### src/rtl/point_obb_outside_distance_assert.svh
// Assertion macros shared by the point against oriented box block.
// Needs a signal named clock and a signal named reset in the using module.
`ifndef POINT_OBB_OUTSIDE_DISTANCE_ASSERT_SVH
`define POINT_OBB_OUTSIDE_DISTANCE_ASSERT_SVH

// Same-cycle implication, quiet during reset
`define POBD_ASSERT_NOW(label, ante, cons, msg) \
   label: assert property (@(posedge clock) disable iff (reset) (ante) |-> (cons)) \
      else $error(msg);

// Next-cycle implication, quiet during reset
`define POBD_ASSERT_NEXT(label, ante, cons, msg) \
   label: assert property (@(posedge clock) disable iff (reset) (ante) |=> (cons)) \
      else $error(msg);

`endif

### src/rtl/pobd_pkg.sv
// Types and constants of the point against oriented box block.
// No dependencies; used by every module in this folder.
package pobd_pkg;

   localparam int CoordW = 20;
   localparam int AxisW  = 16;
   localparam int DiffW  = 21;
   localparam int ProdW  = 37;
   localparam int ProjW  = 39;
   localparam int Prod2W = 55;
   localparam int AccW   = 57;
   localparam int SqW    = 40;
   localparam int SumW   = 42;
   localparam int CfgW   = 60;
   localparam int AxisRegW = 48;
   localparam int IndexW = 3;

   typedef logic signed [CoordW-1:0] coord_type;
   typedef logic signed [AxisW-1:0]  axis_type;
   typedef logic signed [ProjW-1:0]  excess_type;
   typedef logic [SqW-1:0]           square_type;

   // One rounded offset, travelling alongside the length computation
   typedef struct packed {
      logic      in_box;
      coord_type off_z;
      coord_type off_y;
      coord_type off_x;
   } res_type;

   typedef enum logic [IndexW-1:0] {
      REG_BOX_CENTER  = 3'd0,
      REG_BOX_HALF    = 3'd1,
      REG_AXIS_FIRST  = 3'd2,
      REG_AXIS_SECOND = 3'd3,
      REG_AXIS_THIRD  = 3'd4
   } reg_index_type;

   localparam logic [CfgW-1:0]     BoxCenterReset  = 60'd0;
   localparam logic [CfgW-1:0]     BoxHalfReset    = 60'd281475245146368;
   localparam logic [AxisRegW-1:0] AxisFirstReset  = 48'd16384;
   localparam logic [AxisRegW-1:0] AxisSecondReset = 48'd1073741824;
   localparam logic [AxisRegW-1:0] AxisThirdReset  = 48'd70368744177664;

endpackage

### src/rtl/pobd_root.sv
// Length pipeline: sum of squares, one square root bit per stage, rounding.
// Carries the offset result alongside. Depends on pobd_pkg.
module pobd_root (
   input  logic clock,
   input  logic reset,
   input  logic in_valid,
   output logic in_ready,
   input  pobd_pkg::res_type res_i,
   input  pobd_pkg::square_type square [3],
   output logic out_valid,
   input  logic out_ready,
   output pobd_pkg::res_type res_o,
   output logic [pobd_pkg::CoordW-1:0] distance
);

   localparam int Steps  = pobd_pkg::SumW / 2;
   localparam int Stages = Steps + 2;

   logic [Stages-1:0] v_ff;
   logic [Stages-1:0] en;
   logic [pobd_pkg::SumW-1:0] x_ff [Steps+1];
   logic [pobd_pkg::SumW-1:0] r_ff [Steps+1];
   logic [pobd_pkg::SumW-1:0] x_in [Steps+1];
   logic [pobd_pkg::SumW-1:0] r_in [Steps+1];
   pobd_pkg::res_type pay_ff [Stages];
   logic [pobd_pkg::CoordW-1:0] dist_ff, dist_in;

   // stall chain from the output back to the input
   always_comb begin
      en[Stages-1] = !v_ff[Stages-1] || out_ready;
      for (int s = Stages - 2; s >= 0; s--) en[s] = !v_ff[s] || en[s+1];
   end
   assign in_ready  = en[0];
   assign out_valid = v_ff[Stages-1];

   // stage 0: sum of squares
   always_comb begin
      x_in[0] = pobd_pkg::SumW'(square[0]) + pobd_pkg::SumW'(square[1])
              + pobd_pkg::SumW'(square[2]);
      r_in[0] = '0;
   end

   // one digit of the root per stage
   for (genvar s = 1; s <= Steps; s++) begin : g_step
      localparam logic [pobd_pkg::SumW-1:0] Bit =
         pobd_pkg::SumW'(1) << (pobd_pkg::SumW - 2 * s);
      always_comb begin
         logic [pobd_pkg::SumW-1:0] t;
         t = r_ff[s-1] + Bit;
         if (x_ff[s-1] >= t) begin
            x_in[s] = x_ff[s-1] - t;
            r_in[s] = (r_ff[s-1] >> 1) + Bit;
         end else begin
            x_in[s] = x_ff[s-1];
            r_in[s] = r_ff[s-1] >> 1;
         end
      end
   end

   // last stage: round up when the remainder exceeds the root
   always_comb begin
      logic [pobd_pkg::SumW-1:0] r;
      r = r_ff[Steps] + ((x_ff[Steps] > r_ff[Steps]) ? pobd_pkg::SumW'(1) : '0);
      dist_in = r[pobd_pkg::CoordW-1:0];
   end

   always_ff @(posedge clock) begin
      if (reset) begin
         v_ff <= '0;
      end else begin
         if (en[0]) v_ff[0] <= in_valid;
         for (int s = 1; s < Stages; s++) begin
            if (en[s]) v_ff[s] <= v_ff[s-1];
         end
      end
   end

   always_ff @(posedge clock) begin
      if (en[0]) pay_ff[0] <= res_i;
      for (int s = 1; s < Stages; s++) begin
         if (en[s]) pay_ff[s] <= pay_ff[s-1];
      end
      for (int s = 0; s <= Steps; s++) begin
         if (en[s]) begin
            x_ff[s] <= x_in[s];
            r_ff[s] <= r_in[s];
         end
      end
      if (en[Stages-1]) dist_ff <= dist_in;
   end

   assign res_o    = pay_ff[Stages-1];
   assign distance = dist_ff;

endmodule

### config.mk
export PLATFORM = sky130hd
export DESIGN_NAME = pobd_root
export DESIGN_NICKNAME = d
export VERILOG_FILES = /design/src/rtl/point_obb_outside_distance_assert.svh /design/src/rtl/pobd_pkg.sv /design/src/rtl/pobd_root.sv
export SDC_FILE = /design/constraint.sdc
export NUM_CORES = 2
export LEC_CHECK = 0
export BUFFER_PORTS_ARGS = -buffer_cell sky130_fd_sc_hd__buf_2
export CORE_MARGIN = 3
export CORE_UTILIZATION = 30
export CTS_CLUSTER_SIZE = 25
export DETAILED_ROUTE_END_ITERATION = 8
export SLEW_MARGIN = 30
export SYNTH_ARGS = -nofsm -noshare
export SYNTH_HDL_FRONTEND = slang
export SYNTH_SLANG_ARGS = --single-unit
### constraint.sdc
create_clock -name clock -period 24.7 [get_ports clock]
set_input_delay 4.94 -clock clock [delete_from_list [all_inputs] [get_ports clock]]
set_output_delay 4.94 -clock clock [all_outputs]
set_load 0.02 [all_outputs]
==> insert_results.sql <==
INSERT INTO impl_metrics (metric_group, metric, value, unit) VALUES
('drt', 'via_per_inst', '4.38', ''),
('sta', 'rsz0062_at_grt', 'no', ''),
('run', 'timing.max_cap.violations', '0', ''),
('yosys', 'synth_top_cells_by_area', 'edfxtp_1, ha_1, xnor2_1', ''),
('yosys', 'synth.avg_cell_area', '16.5', 'sq um'),
('hold_path', 'hp-class', 'flop to flop', ''),
('clock_network', 'postCtsHoldBufs', '0', ''),
('clock_network', 'cts.reportedPaths.clkPinSlew', '0.06', 'ns'),
('critical_path', 'data_arrival_time_of_the_worst_path', '9.67', 'ns'),
('sta', 'maximum_clock_frequency', '0.0684', 'GHz'),
('critical_path', 'end_kind', 'output pin', ''),
('grt', 'largest_net_degree_at_the_start_of_global_routing', '91', ''),
('place', 'post_dp_cell_area', '108000', 'sq um'),
('yosys', 'yosys.area.top_type_share', '0.764', ''),
('sta', 'setup_violations', '0', ''),
('clock_network', 'cts_resized', '0', ''),
('final_layout', 'layout-drive-gt1-share', '0.115', ''),
('final_layout', 'multi_input_comb_area', '21500', 'sq um'),
('clock_network', 'tritoncts', 'done', ''),
('yosys', 'asyncSetResetFlopFracSynth', '0', ''),
('final_layout', 'n_fill_cell', '31200', ''),
('floorplan', 'fp-row-count', '212', ''),
('final_layout', 'finished_core_util', '0.348', ''),
('yosys', 'postSynth.topFlopCell', 'edfxtp_1', ''),
('pwr', 'p_total', '13.1', 'mW'),
('final_layout', 'nNetsFinal', '7156', ''),
('critical_path', 'worst-endpoint-required', '19.76', 'ns'),
('yosys', 'post-synth-top-area-cell', 'edfxtp_1', ''),
('yosys', 'syn-cell-area', '101000', 'sq um'),
('yosys', 'synthesis.nets', '6697', ''),
('sta', 'final.setup.tns', '0', 'ns'),
('floorplan', 'die_area', '345000', 'sq um'),
('grt', 'grt_pass1_wl', '276000', 'microns'),
('final_layout', 'seq_area', '77900', 'sq um'),
('pwr', 'static-leakage-power', '44.4', 'nW'),
('sta', 'part_of_the_cycle_the_worst_path_needs', '0.592', ''),
('drt', 'first_pass_iters', '6', ''),
('pwr', 'power.ir.vdd_worst', '0.0584', 'mV'),
('yosys', 'synth_enable_flop_cells', '2578', ''),
('clock_network', 'post_cts_buffers', '0', ''),
('place', 'place.detailed.hpwl', '127000', 'microns'),
('place', 'gpl.final_weighted_congestion', '0.890', ''),
('sta', 'worst_slew_pin_slew', '0.945', 'ns'),
('clock_network', 'ctsRootBufferMaster', 'clkbuf_16', ''),
('yosys', 'postSynthRegisterBits', '2601', ''),
('clock_network', 'cts_buffer_depth', '4', ''),
('critical_path', 'crit_type', 'primary input to output pin', ''),
('final_layout', 'final_cell_area', '117000', 'sq um'),
('clock_network', 'total_clock_buffers_created_by_cts', '275', ''),
('sta', 'final.hold.worst_slack', '0.390', 'ns'),
('grt', 'grt_remaining_overflow', '0', ''),
('floorplan', 'die_y', '587', 'microns'),
('floorplan', 'number_of_top_level_pins', '268', ''),
('drt', 'antenna_left', '0', ''),
('clock_network', 'cts_num_sinks', '2601', ''),
('clock_network', 'worst_skew_pair.late_latency', '0.81', 'ns'),
('sta', 'finalClockSkew', '0.0459', 'ns'),
('critical_path', 'startpoint_type', 'primary input', ''),
('yosys', 'yosysWarningCount', '0', ''),
('drt', 'drt_drc_violations_left', '0', ''),
('grt', 'grt_antenna_before_repair', '12', ''),
('grt', 'grt_pass1_vias', '50900', ''),
('yosys', 'synth.top_cells.by_count', 'edfxtp_1, inv_1, nand2_1, ha_1, nor2_1', ''),
('floorplan', 'chipWidth', '587', 'microns'),
('drt', 'via_count', '49600', ''),
('sta', 'slew_headroom', '0.370', ''),
('sta', 'period_needed', '14.61', 'ns'),
('drt', 'drt-total-wl', '173000', 'microns'),
('pwr', 'power.density_cell_area', '112', 'nW/um^2'),
('yosys', 'sequential_fraction_of_the_synthesis_area', '0.768', ''),
('status', 'status', 'finished, final reports clean', ''),
('floorplan', 'core_area', '335000', 'sq um'),
('yosys', 'ys_types', '89', ''),
('clock_network', 'h-tree-depth', '5', ''),
('critical_path', 'path_max_fanout', '47', ''),
('floorplan', 'floorplan.initialDensity', '0.303', ''),
('final_layout', 'areaGrowthSynthToFinish', '15.1', '%'),
('yosys', 'synth_most_common_cell', 'edfxtp_1', ''),
('drt', 'dr.first_iter.drc_count', '2738', ''),
('place', 'placement.io_buffers', '267', ''),
('yosys', 'syn_inst', '6159', ''),
('sta', 'hold_viol_final', '0', ''),
('sta', 'max_transition_viols_final', '0', ''),
('grt', 'gr-usage-all-layers', '0.0979', ''),
('drt', 'post_drt_wl_per_cell', '15.3', 'microns');
==> where the power goes <==
part	internal (mW)	switching, mW
combinational	1.09	1.34
sequential	6.17	0.659
clock	2.29	1.58
total	9.54	3.58
==> flip-flops by register name, indices dropped and copies added, names as in the netlist <==
signal and count:
x_ff 924, pay_ff 1403, r_ff 231, v_ff 23
distance 20
==> through the flow <==
step / cells / setup WS [ns]
final: 11300 / 10.09
after global routing: 11300 / 9.58
after CTS: 11300 / 9.93
after detailed placement: 10800 / 9.94
after global placement: 10800 / 9.98
after floorplan: 6159 / 0.412
==> layout make-up <==
| type | count | share of cell area |
|---|---|---|
| clock inverter | 157 | 0.0115 |
| sequential | 2601 | 0.667 |
| antenna | 4 | 0.0000858 |
| inverter | 377 | 0.0123 |
| tap | 4494 | 0.0482 |
| clock buffer | 326 | 0.0618 |
| timing repair buffer | 309 | 0.0146 |
| multi-input combinational | 3054 | 0.184 |
==> kinds of logic after synthesis <==
kind of cell / Yosys count / share of synthesized area
AO/OA/AOI/OAI: 865 / 0.0530
XOR/XNOR: 433 / 0.0374
adder cells (fa/ha/maj): 353 / 0.0466
buffers and inverters: 504 / 0.0212
flip-flops: 2601 / 0.768
multiplexers: 38 / 0.00415
AND/OR/NAND/NOR: 1365 / 0.0694
==> placed cells by master (no fill, tap or decap), types with 41 or more instances in the layout <==
cell | Yosys | routed
a21oi_1 | 246 | 246
nand4_1 | 69 | 69
xnor2_1 | 238 | 238
nor3_1 | 146 | 146
fa_1 | 41 | 41
nand2b_1 | 70 | 70
inv_1 | 375 | 367
clkinv_1 | 0 | 61
clkbuf_16 | 0 | 281
clkbuf_1 | 55 | 44
o21a_1 | 62 | 62
clkinv_2 | 0 | 47
o21ai_0 | 245 | 245
nor2b_1 | 42 | 42
nand2_1 | 331 | 323
nand3_1 | 84 | 80
nor2_1 | 274 | 274
edfxtp_1 | 2578 | 2578
xor2_1 | 195 | 195
a21o_1 | 104 | 104
ha_1 | 312 | 312
nor4_1 | 129 | 128
buf_2 | 3 | 267
==> worst paths after layout <==
| check | from | to | slack (ns) | depth (start not counted) |
|---|---|---|---|---|
| hold reg to reg | pay_ff[2][202] | pay_ff[2][263] | 0.39 | 0 |
| setup reg to reg | v_ff[22] | pay_ff[0][169] | 19.06 | 13 |
| hold / removal | pay_ff[2][202] | pay_ff[2][263] | 0.39 | 0 |
| setup / recovery | out_ready | in_ready | 10.09 | 14 |
==> layer usage <==
metal	GRT usage	vias up	wire length (microns)
li1	-	24300	-
met1	0.118	23800	73500
met2	0.171	1180	85600
met3	0.0174	431	7180
met4	0.0421	2	7240
met5	0	-	13
==> critical path, stage by stage <==
cell,delay (ns)
buf_2,0.10
nor2b_1,0.39
clkinv_2,0.47
nor2_1,0.40
and2_1,0.43
nand4_1,0.16
buf_4,0.33
nor2_1,0.61
nand4_1,0.18
buf_4,0.32
nor2_1,0.62
nand4_1,0.18
buf_4,0.29
buf_2,0.21
(Power assumes the default switching activity.)
